File: config.mk
export PLATFORM = sky130hd
export DESIGN_NAME = video_black_frame_detector
export DESIGN_NICKNAME = d
export VERILOG_FILES = /design/src/rtl/core/vbfd_pkg.sv /design/src/rtl/core/vbfd_front.sv /design/src/rtl/core/vbfd_queue.sv /design/src/rtl/core/vbfd_back.sv /design/src/rtl/core/video_black_frame_detector.sv
export SDC_FILE = /design/constraint.sdc
export NUM_CORES = 1
export LEC_CHECK = 0
export ABC_AREA = 1
export ABC_CLOCK_PERIOD_IN_PS = 14740
export BUFFER_PORTS_ARGS = -buffer_cell sky130_fd_sc_hd__buf_2
export CORE_UTILIZATION = 50
export CTS_CLUSTER_DIAMETER = 60
export DETAILED_ROUTE_END_ITERATION = 12
export PLACE_DENSITY = 0.66
export SYNTH_ARGS = -nofsm -noshare
export SYNTH_HDL_FRONTEND = slang
export SYNTH_SLANG_ARGS = --single-unit
File: constraint.sdc
create_clock -name clk -period 14.74 [get_ports clk]
set_input_delay 0.737 -clock clk [delete_from_list [all_inputs] [get_ports clk]]
set_output_delay 0.737 -clock clk [all_outputs]
set_load 0.02 [all_outputs]
File: src/rtl/core/vbfd_pkg.sv
// Shared types, widths and constants of the black frame detector.
`timescale 1ns / 1ps

package vbfd_pkg;

  localparam int LUMA_W   = 8;
  localparam int THR_W    = 9;
  localparam int PCT_W    = 7;
  localparam int FRAMES_W = 16;
  localparam int COUNT_W  = 25;
  localparam int RUN_W    = 17;
  localparam int PROD_W   = 32;
  localparam int CFG_AW   = 2;
  localparam int CFG_DW   = 16;
  localparam int OUT_DW   = 8;

  // Summary queue between the pixel counter and the decision stage.
  localparam int QDEPTH = 4;
  localparam int QAW    = $clog2(QDEPTH);
  localparam int QCW    = $clog2(QDEPTH + 1);

  localparam logic [COUNT_W-1:0] MAX_FRAME_PIXELS = COUNT_W'(16777216);
  localparam logic [RUN_W-1:0]   RUN_MAX          = {RUN_W{1'b1}};
  localparam logic [PCT_W-1:0]   PCT_SCALE        = PCT_W'(100);

  // Configuration register indexes.
  localparam logic [CFG_AW-1:0] REG_PIXEL_THRESHOLD     = 2'd0;
  localparam logic [CFG_AW-1:0] REG_PERCENT_BLACK       = 2'd1;
  localparam logic [CFG_AW-1:0] REG_BLACK_FRAMES_NEEDED = 2'd2;
  localparam logic [CFG_AW-1:0] REG_CLEAR_FRAMES_NEEDED = 2'd3;

  // Configuration reset values.
  localparam logic [THR_W-1:0]    RST_PIXEL_THRESHOLD     = THR_W'(32);
  localparam logic [PCT_W-1:0]    RST_PERCENT_BLACK       = PCT_W'(98);
  localparam logic [FRAMES_W-1:0] RST_BLACK_FRAMES_NEEDED = FRAMES_W'(56);
  localparam logic [FRAMES_W-1:0] RST_CLEAR_FRAMES_NEEDED = FRAMES_W'(0);

  typedef struct packed {
    logic [COUNT_W-1:0] dark;
    logic [COUNT_W-1:0] total;
  } frame_stats_t;

  typedef struct packed {
    logic [PCT_W-1:0]    percent_black;
    logic [FRAMES_W-1:0] black_frames_needed;
    logic [FRAMES_W-1:0] clear_frames_needed;
  } decide_cfg_t;

endpackage

File: src/rtl/core/vbfd_front.sv
// Pixel counter: counts total and dark pixels and emits a summary at frame end.
`timescale 1ns / 1ps

module vbfd_front import vbfd_pkg::*; (
  input  logic               clk,
  input  logic               rst_n,
  input  logic               pix_accept,
  input  logic [LUMA_W-1:0]  pix_luma,
  input  logic               pix_last,
  input  logic [THR_W-1:0]   pixel_threshold,
  output logic               stats_push,
  output frame_stats_t       stats_data
);

  logic [COUNT_W-1:0] dark_r, dark_nxt;
  logic [COUNT_W-1:0] total_r, total_nxt;
  logic               dark_hit;

  assign dark_hit = {1'b0, pix_luma} < pixel_threshold;

  always_comb begin
    total_nxt = (total_r < MAX_FRAME_PIXELS) ? total_r + 1'b1 : MAX_FRAME_PIXELS;
    dark_nxt  = dark_r;
    if (dark_hit) begin
      dark_nxt = (dark_r < MAX_FRAME_PIXELS) ? dark_r + 1'b1 : MAX_FRAME_PIXELS;
    end
  end

  // The last pixel is counted with its frame, so the summary carries the
  // updated counts.
  assign stats_push       = pix_accept & pix_last;
  assign stats_data.dark  = dark_nxt;
  assign stats_data.total = total_nxt;

  always_ff @(posedge clk) begin
    if (!rst_n) begin
      dark_r  <= '0;
      total_r <= '0;
    end else if (pix_accept) begin
      if (pix_last) begin
        dark_r  <= '0;
        total_r <= '0;
      end else begin
        dark_r  <= dark_nxt;
        total_r <= total_nxt;
      end
    end
  end

endmodule

File: src/rtl/core/vbfd_queue.sv
// Small queue of frame summaries between the counter and the decision stage.
`timescale 1ns / 1ps

module vbfd_queue import vbfd_pkg::*; (
  input  logic         clk,
  input  logic         rst_n,
  input  logic         push,
  input  frame_stats_t push_data,
  input  logic         pop,
  output frame_stats_t pop_data,
  output logic         full,
  output logic         empty
);

  frame_stats_t       mem [QDEPTH];
  logic [QAW-1:0]     wr_ptr_r;
  logic [QAW-1:0]     rd_ptr_r;
  logic [QCW-1:0]     count_r;
  logic               do_push;
  logic               do_pop;

  assign full     = (count_r == QCW'(QDEPTH));
  assign empty    = (count_r == '0);
  assign do_push  = push & ~full;
  assign do_pop   = pop & ~empty;
  assign pop_data = mem[rd_ptr_r];

  always_ff @(posedge clk) begin
    if (do_push) begin
      mem[wr_ptr_r] <= push_data;
    end
  end

  always_ff @(posedge clk) begin
    if (!rst_n) begin
      wr_ptr_r <= '0;
      rd_ptr_r <= '0;
      count_r  <= '0;
    end else begin
      if (do_push) begin
        wr_ptr_r <= wr_ptr_r + 1'b1;
      end
      if (do_pop) begin
        rd_ptr_r <= rd_ptr_r + 1'b1;
      end
      case ({do_push, do_pop})
        2'b10:   count_r <= count_r + 1'b1;
        2'b01:   count_r <= count_r - 1'b1;
        default: count_r <= count_r;
      endcase
    end
  end

endmodule

File: src/rtl/core/vbfd_back.sv
// Decision stage: percentage test, hysteresis run counters and output register.
`timescale 1ns / 1ps

module vbfd_back import vbfd_pkg::*; (
  input  logic               clk,
  input  logic               rst_n,
  input  decide_cfg_t        cfg,
  input  logic               q_empty,
  input  frame_stats_t       q_data,
  output logic               q_pop,
  output logic               out_valid,
  input  logic               out_ready,
  output logic               out_frame_black,
  output logic               out_black_state
);

  logic              prod_valid_r;
  logic [PROD_W-1:0] lhs_r;
  logic [PROD_W-1:0] rhs_r;
  logic              prod_ready;
  logic              res_load;

  logic [RUN_W-1:0]  black_run_r, black_run_nxt;
  logic [RUN_W-1:0]  clear_run_r, clear_run_nxt;
  logic              black_flag_r, black_flag_nxt;
  logic [RUN_W-1:0]  black_inc;
  logic [RUN_W-1:0]  clear_inc;
  logic              frame_black;

  logic              out_valid_r;
  logic              out_frame_black_r;
  logic              out_black_state_r;

  assign res_load   = prod_valid_r & (~out_valid_r | out_ready);
  assign prod_ready = ~prod_valid_r | res_load;
  assign q_pop      = ~q_empty & prod_ready;

  // Products are registered before the compare.
  always_ff @(posedge clk) begin
    if (!rst_n) begin
      prod_valid_r <= 1'b0;
    end else if (prod_ready) begin
      prod_valid_r <= ~q_empty;
    end
  end

  always_ff @(posedge clk) begin
    if (q_pop) begin
      lhs_r <= PROD_W'(q_data.dark) * PROD_W'(PCT_SCALE);
      rhs_r <= PROD_W'(cfg.percent_black) * PROD_W'(q_data.total);
    end
  end

  assign frame_black = lhs_r >= rhs_r;
  assign black_inc   = (black_run_r < RUN_MAX) ? black_run_r + 1'b1 : RUN_MAX;
  assign clear_inc   = (clear_run_r < RUN_MAX) ? clear_run_r + 1'b1 : RUN_MAX;

  // Neither run is cleared by a frame of the other kind; only a run passing its
  // target clears both.
  always_comb begin
    black_run_nxt  = black_run_r;
    clear_run_nxt  = clear_run_r;
    black_flag_nxt = black_flag_r;
    if (frame_black) begin
      black_run_nxt = black_inc;
      if (black_inc > RUN_W'(cfg.black_frames_needed)) begin
        black_run_nxt  = '0;
        clear_run_nxt  = '0;
        black_flag_nxt = 1'b1;
      end
    end else begin
      clear_run_nxt = clear_inc;
      if (clear_inc > RUN_W'(cfg.clear_frames_needed)) begin
        black_run_nxt  = '0;
        clear_run_nxt  = '0;
        black_flag_nxt = 1'b0;
      end
    end
  end

  always_ff @(posedge clk) begin
    if (!rst_n) begin
      black_run_r  <= '0;
      clear_run_r  <= '0;
      black_flag_r <= 1'b1;
      out_valid_r  <= 1'b0;
    end else begin
      if (res_load) begin
        black_run_r  <= black_run_nxt;
        clear_run_r  <= clear_run_nxt;
        black_flag_r <= black_flag_nxt;
        out_valid_r  <= 1'b1;
      end else if (out_ready) begin
        out_valid_r <= 1'b0;
      end
    end
  end

  always_ff @(posedge clk) begin
    if (res_load) begin
      out_frame_black_r <= frame_black;
      out_black_state_r <= black_flag_nxt;
    end
  end

  assign out_valid       = out_valid_r;
  assign out_frame_black = out_frame_black_r;
  assign out_black_state = out_black_state_r;

endmodule

File: src/rtl/core/video_black_frame_detector.sv
// Black frame detector: luma pixels in, one result per frame out.
// Throughput: one pixel per cycle while the queue is not full; frame results
// can also issue one per cycle while out_tready is high.
// A four-entry summary queue lets the pixel side run while the result waits.
// Reset (rst_n, synchronous, active low) restores default configuration,
// clears counts and runs, and sets the sticky black state to one.
`timescale 1ns / 1ps

module video_black_frame_detector import vbfd_pkg::*; (
  input  logic                clk,
  input  logic                rst_n,
  input  logic                in_tvalid,
  output logic                in_tready,
  input  logic [LUMA_W-1:0]   in_tdata,   // [7:0] luma
  input  logic                in_tlast,   // frame_end
  output logic                out_tvalid,
  input  logic                out_tready,
  output logic [OUT_DW-1:0]   out_tdata,  // [0] frame_black, [1] black_state, rest zero
  input  logic                cfg_wr_en,
  input  logic [CFG_AW-1:0]   cfg_addr,
  input  logic [CFG_DW-1:0]   cfg_wdata
);

  logic [THR_W-1:0]    pixel_threshold_r;
  logic [PCT_W-1:0]    percent_black_r;
  logic [FRAMES_W-1:0] black_frames_needed_r;
  logic [FRAMES_W-1:0] clear_frames_needed_r;

  logic         pix_accept;
  logic         stats_push;
  frame_stats_t stats_data;
  frame_stats_t q_data;
  logic         q_pop;
  logic         q_full;
  logic         q_empty;
  decide_cfg_t  decide_cfg;
  logic         frame_black;
  logic         black_state;

  always_ff @(posedge clk) begin
    if (!rst_n) begin
      pixel_threshold_r     <= RST_PIXEL_THRESHOLD;
      percent_black_r       <= RST_PERCENT_BLACK;
      black_frames_needed_r <= RST_BLACK_FRAMES_NEEDED;
      clear_frames_needed_r <= RST_CLEAR_FRAMES_NEEDED;
    end else if (cfg_wr_en) begin
      unique case (cfg_addr)
        REG_PIXEL_THRESHOLD:     pixel_threshold_r     <= cfg_wdata[THR_W-1:0];
        REG_PERCENT_BLACK:       percent_black_r       <= cfg_wdata[PCT_W-1:0];
        REG_BLACK_FRAMES_NEEDED: black_frames_needed_r <= cfg_wdata[FRAMES_W-1:0];
        REG_CLEAR_FRAMES_NEEDED: clear_frames_needed_r <= cfg_wdata[FRAMES_W-1:0];
        default: ;
      endcase
    end
  end

  assign decide_cfg.percent_black       = percent_black_r;
  assign decide_cfg.black_frames_needed = black_frames_needed_r;
  assign decide_cfg.clear_frames_needed = clear_frames_needed_r;

  assign in_tready  = ~q_full;
  assign pix_accept = in_tvalid & in_tready;

  vbfd_front u_front (
    .clk             (clk),
    .rst_n           (rst_n),
    .pix_accept      (pix_accept),
    .pix_luma        (in_tdata),
    .pix_last        (in_tlast),
    .pixel_threshold (pixel_threshold_r),
    .stats_push      (stats_push),
    .stats_data      (stats_data)
  );

  vbfd_queue u_queue (
    .clk       (clk),
    .rst_n     (rst_n),
    .push      (stats_push),
    .push_data (stats_data),
    .pop       (q_pop),
    .pop_data  (q_data),
    .full      (q_full),
    .empty     (q_empty)
  );

  vbfd_back u_back (
    .clk             (clk),
    .rst_n           (rst_n),
    .cfg             (decide_cfg),
    .q_empty         (q_empty),
    .q_data          (q_data),
    .q_pop           (q_pop),
    .out_valid       (out_tvalid),
    .out_ready       (out_tready),
    .out_frame_black (frame_black),
    .out_black_state (black_state)
  );

  assign out_tdata = {{(OUT_DW-2){1'b0}}, black_state, frame_black};

endmodule

; Word-level counts from Yosys, hierarchy flattened
; Memory sizes are Yosys's and may differ from the RTL's. A register that Yosys moved wholly into a read port is not among the register bits.
; Cells that the tools add are included.
[word_totals]
regBits = 206
latchBits = 0
ram_bits = 200
romBits = 0
input_bits = 32
out_inout_bits = 10
elab_cells = 90
n_memories = 1
[classes]
add_sub_neg = 8
n_mul = 2
n_div = 0
order_cmp = 8
eq_ne = 7
shift = 0
n_mux = 23
bitwise_logic = 12
reduce_logical = 11
[mem_list]
columns = name, depth, width, read_ports, rd_ports_with_merged_regs, write_ports, line
row1 = u_queue.mem, 4, 50, 1, 1, 1, vbfd_queue.sv:15  ; frame_stats_t mem [QDEPTH];
[op_table]
columns = cell, n
row1 = $mux 17, 8
row2 = $mux 25, 5
row3 = $add 25x1->25 const B, 2
row4 = $lt 25x25->1 const B, 2
row5 = $add 17x1->17 const B, 2
row6 = $gt 17x16->1, 2
row7 = $lt 17x17->1 const B, 2
row8 = $ge 32x32->1, 1
row9 = $mul 7x25->32, 1
row10 = $mul 25x5->30 const B, 1
row11 = $reduce_and 2->1, 6
row12 = $lt 8x9->1, 1
row13 = $mux 1, 7
row14 = $and 1x1->1, 6
row15 = $eq 2x2->1 const B, 3
row16 = $pmux 3 s2, 1
row17 = $reduce_bool 2->1, 3
row18 = $add 2x1->2 const B, 2
row19 = $eq 2x1->1 const B, 2
row20 = $mux 2, 2
row21 = $not 1->1, 4
row22 = $add 3x1->3 const B, 1
row23 = $eq 3x3->1 const B, 1
row24 = $logic_not 3->1, 1
row25 = 4 further kinds, 5

; Logic depth before layout (Yosys ltp)
; Gate-level depths: netlist (run 1).
[depth]
word_depth = 8
ltp_mapped = 28
depth_no_buf = 27

; By module
; Synthesis (run 1) repeated with hierarchy kept, for this count alone.
[hier_totals]
cells_unflattened = 3432
hier_area_um2 = 28502.3
[by_module_without_submodules]
columns = mod, n_inst, cells_per_inst, area_each_um2, seq_area_each_um2
row1 = vbfd_back, 1, 1922, 14492.6, 2662.6
row2 = vbfd_queue, 1, 553, 8037.7, 6185.9
row3 = vbfd_front, 1, 645, 3911.3, 1001.0
row4 = video_black_frame_detector, 1, 312, 2060.7, 960.9

; Least setup slack after synthesis (run 1)
; No wires, ideal clock.
[synth_timing]
kind = reg-to-reg
start = register (tool-made name)
end = register u_back.rhs_r[19], data pin
setup_ps = 259
t_arrival_ps = 4986
required_ps = 14481
setup_slack_ps = 9495
stages_incl_launch_ff = 24
n_path_buf = 2
period_less_slack_ps = 5245
path_cell_list = dfxtp_1 > clkbuf_1 > clkbuf_1 > nand2_1 > nand3_1 > nand2_1 > inv_1 > nand2_1 > fa_1 > fa_1 > inv_1 > fa_1 > inv_1 > fa_1 > inv_1 > ha_1 > nand2_1 > inv_1 > a21oi_1 > o21ai_0 > a21oi_1 > o21ai_0 > a21oi_1 > xnor2_1
[synth_lines]
columns = item, line
row1 = "end signal, assigned", vbfd_back.sv:50  ; rhs_r <= PROD_W'(cfg.percent_black) * PROD_W'(q_data.total);
row2 = "end, declared", vbfd_back.sv:19  ; logic [PROD_W-1:0] rhs_r;

==> out/results.ini, run 1 <==
[timing]
fmax_mhz=139
clock_skew_ns=0.0304
tightest_slew_ns=1.15
holdWs_ns=0.438
setup_tns_ns=0
min_period_ns=7.19
max-slew-margin-rel_pct=23.1
setup_viol=0
finalHoldViolCount=0
period_share_pct=48.8
report.final.slew_viol_count=0
grt_setup_unrepaired=no

[worst_setup_path]
crit_fanout=101
crit_path_start_kind=flop
r2r_slack_ns=7.55
path_class=flop to flop
crit_path_end_kind=flop
arrival_ns=7.51
ff2ff_path_depth=24
reg2reg_to=u_back.rhs_r[19]
required_ns=15.06

[floorplanning]
core_sq_um=52700
die_w_um=233
rows=84
die_area_sq_um=54300
pin_count=42
fp.dieH_um=233
start_util_pct=50.7

[cts]
clk_path_buf_depth=3
ctsResizeCount=0
cts_tree=built
postCtsSetupRepairBufs=0
clk_pin_slew_worst_paths_ns=0.06
cts_max_level=2
cts_buffers=47
clock_latency_ns=0.60
cts_sinks=408
root_buffer=clkbuf_16
ctsHoldBuffers=0

[yosys]
async_reset_ff_share_pct=0
synth_commonest_cells=nand2_1, inv_1, nor2_1
synth_top_flop_cell=edfxtp_1
synth_edf_count=264
synthCells=3084
synth_area_per_cell_sq_um=8.65
synth_warnings=0
yosysUniqueCellTypes=57
synth.most_common_cell=nand2_1
ys_ff_latch=408
yosys.area.top_type_share_pct=29.7
syn_area_sq_um=26700
synth.largest_area_cell=edfxtp_1
synth_area_leaders=edfxtp_1, dfxtp_1, fa_1
ys_seq_area_share_pct=40.5

[worst_hold_path]
min_to=percent_black_r[1]
min_from=cfg_wdata[1]
hp-class=primary input to flop
hold_depth=3

[status]
status=finished clean

[global_route]
antenna_found_initial=1
grt_overflow=0
grt_usage_pct=23.1
grt_max_degree=102
grt_pass1_vias=19600
grt_pass1_wl_um=99500

[route]
vias=20200
post-route-drc-count=0
wl_um=61400
firstDrtPassIters=5
routed_via_density=5.29
drt_iter0_markers=1278
wl_per_cell_um=16.1
ant_nets=0

[place]
portBuffers=35
place_congestion=0.925
dp.final_hpwl_um=45300

[layout]
area_delta_synth_final_pct=8.89
drive_gt1_share_pct=6.43
multi_input_comb_area_sq_um=13700
nets=3461
nFillCells=4674
seq_area_sq_um=10800

[flow_run]
drv_cap=0

metrics by stage:
step / cell area (sq um) / cells / utilization (%) / setup WS [ns]
floorplan: 26700 / 3089 / - / 9.50
global placement: 27400 / 3726 / 52.1 / 7.89
detailed placement: 27400 / 3726 / 52.1 / 7.62
CTS: 29000 / 3813 / 55.2 / 7.58
global route: 29000 / 3813 / 55.2 / 7.00
finish: 29000 / 3814 / 55.2 / 7.55
area by class of cell:
type                       instances  area share (%)
tap                              688            2.96
multi-input combinational       2109            47.2
timing repair buffer              51            1.02
clock buffer                      57            4.32
sequential                       408            37.2
inverter                         470            6.08
antenna                            1         0.00861
clock inverter                    30            1.23
cell families after synthesis:
family	count (synthesis)	share of synthesized area [%]
other	1	0.0141
adder cells (fa/ha/maj)	342	19.8
AND/OR/NAND/NOR	1238	19.7
XOR/XNOR	66	2.17
flip-flops	408	40.5
buffers and inverters	572	8.33
AO/OA/AOI/OAI	457	9.45
critical path: stages (launching register included):
cell,delay [ns]
dfxtp_2,0.31
buf_4,0.76
inv_2,0.58
buf_4,0.47
nand2_1,0.13
nand3_1,0.10
nand2_1,0.24
nor2_1,0.09
fa_1,0.55
inv_1,0.05
fa_1,0.47
inv_1,0.05
fa_1,0.52
inv_1,0.05
fa_1,0.52
inv_1,0.04
ha_1,0.36
nand2_1,0.07
inv_1,0.07
a21oi_1,0.12
o21ai_0,0.50
a21oi_1,0.19
o21ai_0,0.31
a21oi_1,0.13
xnor2_1,0.14
routing by layer:
layer  routed length [um]  GRT usage (%)  part of all wire (%)  vias to the layer above
met2                27800           37.1                    45                      410
met3                 3270           3.38                   5.3                       61
met5                    0              0                     0                        -
met4                  766           4.64                   1.2                        0
met1                29600           33.0                    48                     9602
li1                     -              -                     -                    10100
layout by cell type (no fill, tap or decap), types with 5 or more instances in the layout:
master,n
nand4_1,33
o21a_1,7
clkinv_1,7
xnor2_1,16
nor4_1,5
nand2_1,640
or2_2,7
buf_2,35
clkbuf_16,47
conb_1,6
nand3_2,9
nor2_4,7
xor2_1,50
inv_1,450
clkbuf_1,6
dfxtp_1,143
o21ai_0,115
a32oi_1,19
clkinv_2,6
a31oi_1,13
o21bai_1,8
o22ai_1,6
inv_2,17
edfxtp_1,264
o21ai_1,5
o211ai_1,15
nand2_2,15
nand3_1,159
nor2_1,298
nor3_1,42
fa_1,135
buf_4,16
ha_1,207
a21oi_1,249
registers in the layout (all words and copies together), names as in the netlist, 2 cells and up, named ones only:
register	cells
u_back.rhs_r	32
u_queue.rd_ptr_r	2
u_back.lhs_r	30
clear_frames_needed_r	16
percent_black_r	7
pixel_threshold_r	9
u_back.clear_run_r	17
u_back.black_run_r	17
u_front.dark_r	25
black_frames_needed_r	16
u_queue.wr_ptr_r	2
u_front.total_r	25
u_queue.count_r	3
u_queue.mem	200
worst max path at each step:
| stage | slack (ns) | endpoint | cells after the start | start |
|---|---|---|---|---|
| after floorplan | 9.50 | u_back.rhs_r[19] | 23 | flop |
| after global placement | 7.89 | u_back.rhs_r[19] | 24 | flop |
| after detailed placement | 7.62 | u_back.rhs_r[19] | 24 | flop |
| after CTS | 7.58 | u_back.rhs_r[19] | 24 | flop |
| after global routing | 7.00 | u_back.rhs_r[19] | 24 | flop |
| final | 7.55 | u_back.rhs_r[19] | 24 | flop |
Power of run 1 is not shown: default switching activity piles up to over one toggle a cycle in this logic, so the estimate is an artifact.
==> run 2: changes to the inputs <==
--- a/config.mk
+++ b/config.mk
@@ -5,8 +5,8 @@
 export SDC_FILE = /design/constraint.sdc
 export NUM_CORES = 1
 export LEC_CHECK = 0
-export ABC_AREA = 1
-export ABC_CLOCK_PERIOD_IN_PS = 14740
+export ABC_AREA = 0
+export ABC_CLOCK_PERIOD_IN_PS = 7440
 export BUFFER_PORTS_ARGS = -buffer_cell sky130_fd_sc_hd__buf_2
 export CORE_UTILIZATION = 50
 export CTS_CLUSTER_DIAMETER = 60
==> constraint.sdc (replaced) <==
create_clock -name clk -period 7.44 [get_ports clk]
set_input_delay 0.372 -clock clk [delete_from_list [all_inputs] [get_ports clk]]
set_output_delay 0.372 -clock clk [all_outputs]
set_load 0.02 [all_outputs]
==> run 2 against run 1 <==
  * Via count decreased by 13%
  * Count of clock-buffer cells in the layout decreased by 3
  * Global-route usage fell by 2.3 points
  * Design area decreased by 2.3%
  * Setup slack got worse by 6.5 ns
  * Clock skew fell by 0.0020 ns
  * Area after synthesis is 2.1% lower
  * Hold slack got worse by 0.39 ns
  * Non-clock buffer count decreased by 1
  * Register-to-register slack worse by 6.5 ns
==> out/results.ini, run 2 <==
[status]
status=finished clean

[worst_hold_path]
hp-class=primary input to flop

[cts]
cts_buffers=44
cts_tree=built
clk_pin_slew_worst_paths_ns=0.06
root_buffer=clkbuf_16
clk_path_buf_depth=3
cts_sinks=408
postCtsSetupRepairBufs=0
cts_max_level=2
ctsHoldBuffers=0
clock_latency_ns=0.60
ctsResizeCount=0

[worst_setup_path]
crit_family=adder cells
crit_top_cell=fa_1
arrival_ns=6.70
max_stage_delay_ns=0.65
crit_path_end_kind=flop
crit_chain=buf_4 -> mux4_2 -> nand2_1 -> fa_1 -> fa_1 -> inv_1 -> fa_1 -> inv_1 -> fa_1 -> inv_1 -> ha_1 -> a21oi_2 -> o31ai_1 -> o31a_1 -> a221o_1 -> a21oi_1 -> o21ai_1 -> xor2_1
path_class=flop to flop
crit_slowest_cell=dfxtp_4
crit_fanout=27
required_ns=7.77
critPathBufInv=4
crit_path_start_kind=flop

[timing]
setup_viol=0
grt_setup_unrepaired=no
setup_tns_ns=0
clock_skew_ns=0.0284
finalHoldViolCount=0
setup_ws_ns=1.07
min_period_ns=6.37
fmax_mhz=157
period_share_pct=85.6
holdWs_ns=0.0456
max-slew-margin-rel_pct=18.9
tightest_slew_ns=1.21
report.final.slew_viol_count=0

[power]
p_leak_nw=12.2
p_per_area_nw_per_um2=503
vdd_drop_max_mv=0.440
seqPwrFrac_pct=23.2
p_sw_share_pct=42.6
p_int_mw=8.20
power.total_mw=14.3
power_frac_comb_pct=61.1
p_switching_mw=6.08
clock_power_share_pct=15.7

[layout]
top_register=u_queue.mem
area_delta_synth_final_pct=8.66
seq_area_sq_um=10800
nets=2840
reg.largest.list=u_queue.mem (200), u_back.rhs_r (32), u_back.lhs_r (30)
layout_common_cells=inv_1, nand2_1, edfxtp_1, ha_1, nor2_1
n_antenna_cell=0
stdcell_count=3180
nFillCells=4445
layout_commonest_cell=inv_1
largest_reg_flops=200
drive_gt1_share_pct=7.84
multi_input_comb_area_sq_um=13800

[route]
drt_iter0_markers=1017
vias=17500
wl_per_cell_um=16.8
firstDrtPassIters=5
ant_nets=0
routed_via_density=5.49
wl_um=53500
post-route-drc-count=0

[global_route]
grt_usage_pct=20.8
grt_pass1_vias=18100
grt_pass1_wl_um=89200
antenna_found_initial=0
grt_max_degree=73
grt_overflow=0

[flow_run]
drv_cap=0

[place]
dp.final_hpwl_um=39400
dp_cells=3100
pre_cts_slack_ns=1.02
place_congestion=0.864
portBuffers=35

[floorplanning]
die_area_sq_um=53200
pin_count=42
fp.dieH_um=231
die_w_um=231
start_util_pct=50.7
rows=83
core_sq_um=51500

[yosys]
ys_seq_area_share_pct=41.4
synth.largest_area_cell=edfxtp_1
synth_edf_count=264
yosys.area.top_type_share_pct=30.3
synth_area_per_cell_sq_um=10.6
yosysUniqueCellTypes=75
synth_commonest_cells=inv_1, edfxtp_1, nand2_1
async_reset_ff_share_pct=0
synth_area_leaders=edfxtp_1, dfxtp_1, fa_1
syn_area_sq_um=26100
synth_top_flop_cell=edfxtp_1
ys_ff_latch=408
synth_warnings=0
synthCells=2459
synth.most_common_cell=inv_1

==> run 2: power by group through the flow <==
stage                     sequential (mW)  combinational (mW)  clock [mW]
after floorplan                      3.29                6.98           0
after global placement               3.36                8.59           0
after detailed placement             3.37                8.78           0
after CTS                            3.32                8.85        2.29
after global routing                 3.34                10.0        2.38
final                                3.31                8.72        2.24
==> run 2: worst register-to-register path: stages, from the launching register on <==
cell and delay [ns]:
dfxtp_4 0.65, buf_4 0.55, mux4_2 0.65, nand2_1 0.12
fa_1 0.44, fa_1 0.54, inv_1 0.05, fa_1 0.52
inv_1 0.05, fa_1 0.53, inv_1 0.04, ha_1 0.32
a21oi_2 0.23, o31ai_1 0.20, o31a_1 0.35, a221o_1 0.36
a21oi_1 0.25, o21ai_1 0.11, xor2_1 0.16
==> run 2: cells by family after synthesis <==
group                    Yosys count  share of synthesized area [%]
buffers and inverters            401                           6.01
AO/OA/AOI/OAI                    391                           9.92
other                              1                         0.0144
AND/OR/NAND/NOR                  736                           13.6
multiplexers                      73                           5.20
flip-flops                       408                           41.4
XOR/XNOR                         107                           3.59
adder cells (fa/ha/maj)          342                           20.3
==> run 2: cell type report <==
class	instances	area share, %
clock inverters	26	1.16
repair buffers	50	1.01
flip-flops and latches	408	38.1
clock buffers	54	4.12
multi-input cells	1655	48.6
well taps	680	3.00
inverters	307	4.06
==> run 2: path summary, 6_finish.rpt <==
| path | start | to | slack, ns | cells past startpoint |
|---|---|---|---|---|
| worst max register to register | flop | u_back.rhs_r[29] | 1.07 | 18 |
| worst max-delay path | flop | u_back.rhs_r[29] | 1.07 | 18 |
| worst min register to register | clear_frames_needed_r[1] | clear_frames_needed_r[1] | 0.45 | 2 |
| worst min-delay path | cfg_wdata[11] | black_frames_needed_r[11] | 0.05 | 3 |
==> run 2: through the flow <==
stage / cell area, sq um / utilization, %
global placement: 26900 / 52.2
CTS: 28400 / 55.1
floorplan: 26100 / -
finish: 28400 / 55.1
detailed placement: 26900 / 52.2
global route: 28400 / 55.1
==> run 2: per-layer routing <==
layer  global-route usage (%)  part of all wire, %  vias to the layer above
met5                        0                    0                        -
met4                     5.73                  1.7                        0
met3                     2.66                  3.8                       67
met2                     36.3                   49                      313
met1                     27.1                   46                     8624
li1                         -                    -                     8468
Note: power is estimated with default switching activity, not from simulation.
==> run 3: changes to the inputs <==
--- a/config.mk
+++ b/config.mk
@@ -12,6 +12,7 @@
 export CTS_CLUSTER_DIAMETER = 60
 export DETAILED_ROUTE_END_ITERATION = 12
 export PLACE_DENSITY = 0.66
+export RECOVER_POWER = 25
 export SYNTH_ARGS = -nofsm -noshare
 export SYNTH_HDL_FRONTEND = slang
 export SYNTH_SLANG_ARGS = --single-unit
==> run 3 against run 2 <==
  * The run now ends with max-capacitance violations, max-slew violations left
  * Clock skew is 0.0011 ns higher
  * Via count is 0.11% higher
  * Sequential power about the same
  * First-iteration DRC count grew 7.8%
  * Critical endpoint is now u_back.rhs_r[28]
==> out/results.ini, run 3 (same netlist as run 2, synthesis figures left out) <==
[flow_run]
drv_cap=4

[floorplanning]
core_sq_um=51500
start_util_pct=50.7
die_area_sq_um=53200
die_w_um=231
fp.dieH_um=231
rows=83
pin_count=42

[power]
p_per_area_nw_per_um2=504
p_sw_share_pct=42.5
clock_power_share_pct=15.7
vdd_drop_max_mv=0.448
p_switching_mw=6.08
seqPwrFrac_pct=23.3
p_int_mw=8.22
p_leak_nw=12.1
power_frac_comb_pct=61.0

[layout]
nets=2840
largest_reg_flops=200
layout_commonest_cell=inv_1
drive_gt1_share_pct=7.40
top_register=u_queue.mem
reg.largest.list=u_queue.mem (200), u_back.rhs_r (32), u_back.lhs_r (30)
nFillCells=4456
layout_common_cells=inv_1, nand2_1, edfxtp_1, ha_1, nor2_1
n_antenna_cell=0
area_delta_synth_final_pct=8.56

[worst_setup_path]
crit_path_end=u_back.rhs_r[28]
required_ns=7.77
crit_fanout=27
ff2ff_path_depth=20
reg2reg_to=u_back.rhs_r[28]
max_stage_delay_ns=0.65
path_depth=20
path_class=flop to flop
r2r_slack_ns=1.08
critPathBufInv=4
crit_family=adder cells
crit_slowest_cell=dfxtp_4
crit_path_end_kind=flop
crit_chain=buf_4 -> mux4_2 -> nand2_1 -> fa_1 -> fa_1 -> inv_1 -> fa_1 -> inv_1 -> fa_1 -> inv_1 -> ha_1 -> o21ai_0 -> nor2_1 -> a221oi_1 -> a21boi_1 -> a21bo_2 -> a31oi_2 -> o221ai_1 -> a21oi_1 -> xnor2_1
crit_top_cell=fa_1
arrival_ns=6.70
crit_path_start_kind=flop

[route]
firstDrtPassIters=5
wl_um=53600
ant_nets=0
vias=17500
routed_via_density=5.50
drt_iter0_markers=1096
post-route-drc-count=0
wl_per_cell_um=16.8

[cts]
cts_tree=built
ctsHoldBuffers=0
clock_latency_ns=0.60
cts_max_level=2
ctsResizeCount=0
postCtsSetupRepairBufs=0
root_buffer=clkbuf_16
cts_sinks=408
clk_path_buf_depth=3
cts_buffers=44
clk_pin_slew_worst_paths_ns=0.06

[place]
dp.final_hpwl_um=39400
portBuffers=35
place_congestion=0.864

[global_route]
grt_pass1_wl_um=89200
grt_usage_pct=20.8
grt_max_degree=73
antenna_found_initial=0
grt_overflow=0
grt_pass1_vias=18100

[timing]
period_share_pct=85.5
setup_tns_ns=0
clock_skew_ns=0.0295
fmax_mhz=157
min_period_ns=6.36
setup_viol=0
finalHoldViolCount=0
holdWs_ns=0.0451
tightest_slew_ns=3.66
grt_setup_unrepaired=no
max-slew-margin-rel_pct=-144
report.final.slew_viol_count=201

[worst_hold_path]
hp-class=primary input to flop

[status]
violations=max-capacitance violations, max-slew violations
status=complete, but fails checks

-- run 3: layout make-up --
| type | instances | area [sq um] | share of cell area [%] |
|---|---|---|---|
| clock buffers | 54 | 1170 | 4.12 |
| repair buffers | 50 | 268 | 0.944 |
| flip-flops and latches | 408 | 10800 | 38.1 |
| clock inverters | 26 | 329 | 1.16 |
| well taps | 680 | 851 | 3.00 |
| inverters | 307 | 1150 | 4.06 |
| multi-input cells | 1655 | 13800 | 48.6 |
-- run 3: metrics by stage --
stage	power [mW]	std cells	cell area (sq um)	utilization (%)	setup WS [ns]
finish	14.3	3180	28400	55.1	1.08
global route	15.8	3180	28400	55.1	0.526
CTS	14.5	3180	28400	55.1	0.976
detailed placement	12.2	3100	26900	52.2	1.02
global placement	12.0	3100	26900	52.2	1.02
floorplan	10.3	2464	26100	-	1.07
-- run 3: worst min-delay path, stage by stage --
cell and delay, ns:
buf_2 0.11, nand2_1 0.05, a21oi_1 0.05
-- run 3: worst min path at each step --
stage,startpoint,to,depth (start not counted)
floorplan,black_frames_needed_r[10],black_frames_needed_r[10],2
global placement,black_frames_needed_r[1],black_frames_needed_r[1],2
detailed placement,clear_frames_needed_r[1],clear_frames_needed_r[1],2
CTS,cfg_wdata[11],black_frames_needed_r[11],3
global route,cfg_wdata[11],black_frames_needed_r[11],3
finish,cfg_wdata[11],black_frames_needed_r[11],3
-- run 3: power by group through the flow --
| stage | Combinational, mW | Sequential [mW] | Clock [mW] |
|---|---|---|---|
| CTS | 8.85 | 3.32 | 2.29 |
| global placement | 8.59 | 3.36 | 0 |
| floorplan | 6.98 | 3.29 | 0 |
| finish | 8.72 | 3.33 | 2.24 |
| detailed placement | 8.78 | 3.37 | 0 |
| global route | 10.0 | 3.36 | 2.38 |
-- run 3: per-layer routing --
| metal | routed length (um) | track usage, % | share of wire, % | up-vias |
|---|---|---|---|---|
| li1 | - | - | - | 8475 |
| met1 | 24400 | 27.1 | 46 | 8619 |
| met2 | 26000 | 36.3 | 49 | 327 |
| met3 | 2150 | 2.66 | 4.0 | 71 |
| met4 | 942 | 5.73 | 1.8 | 0 |
| met5 | 0 | 0 | 0 | - |
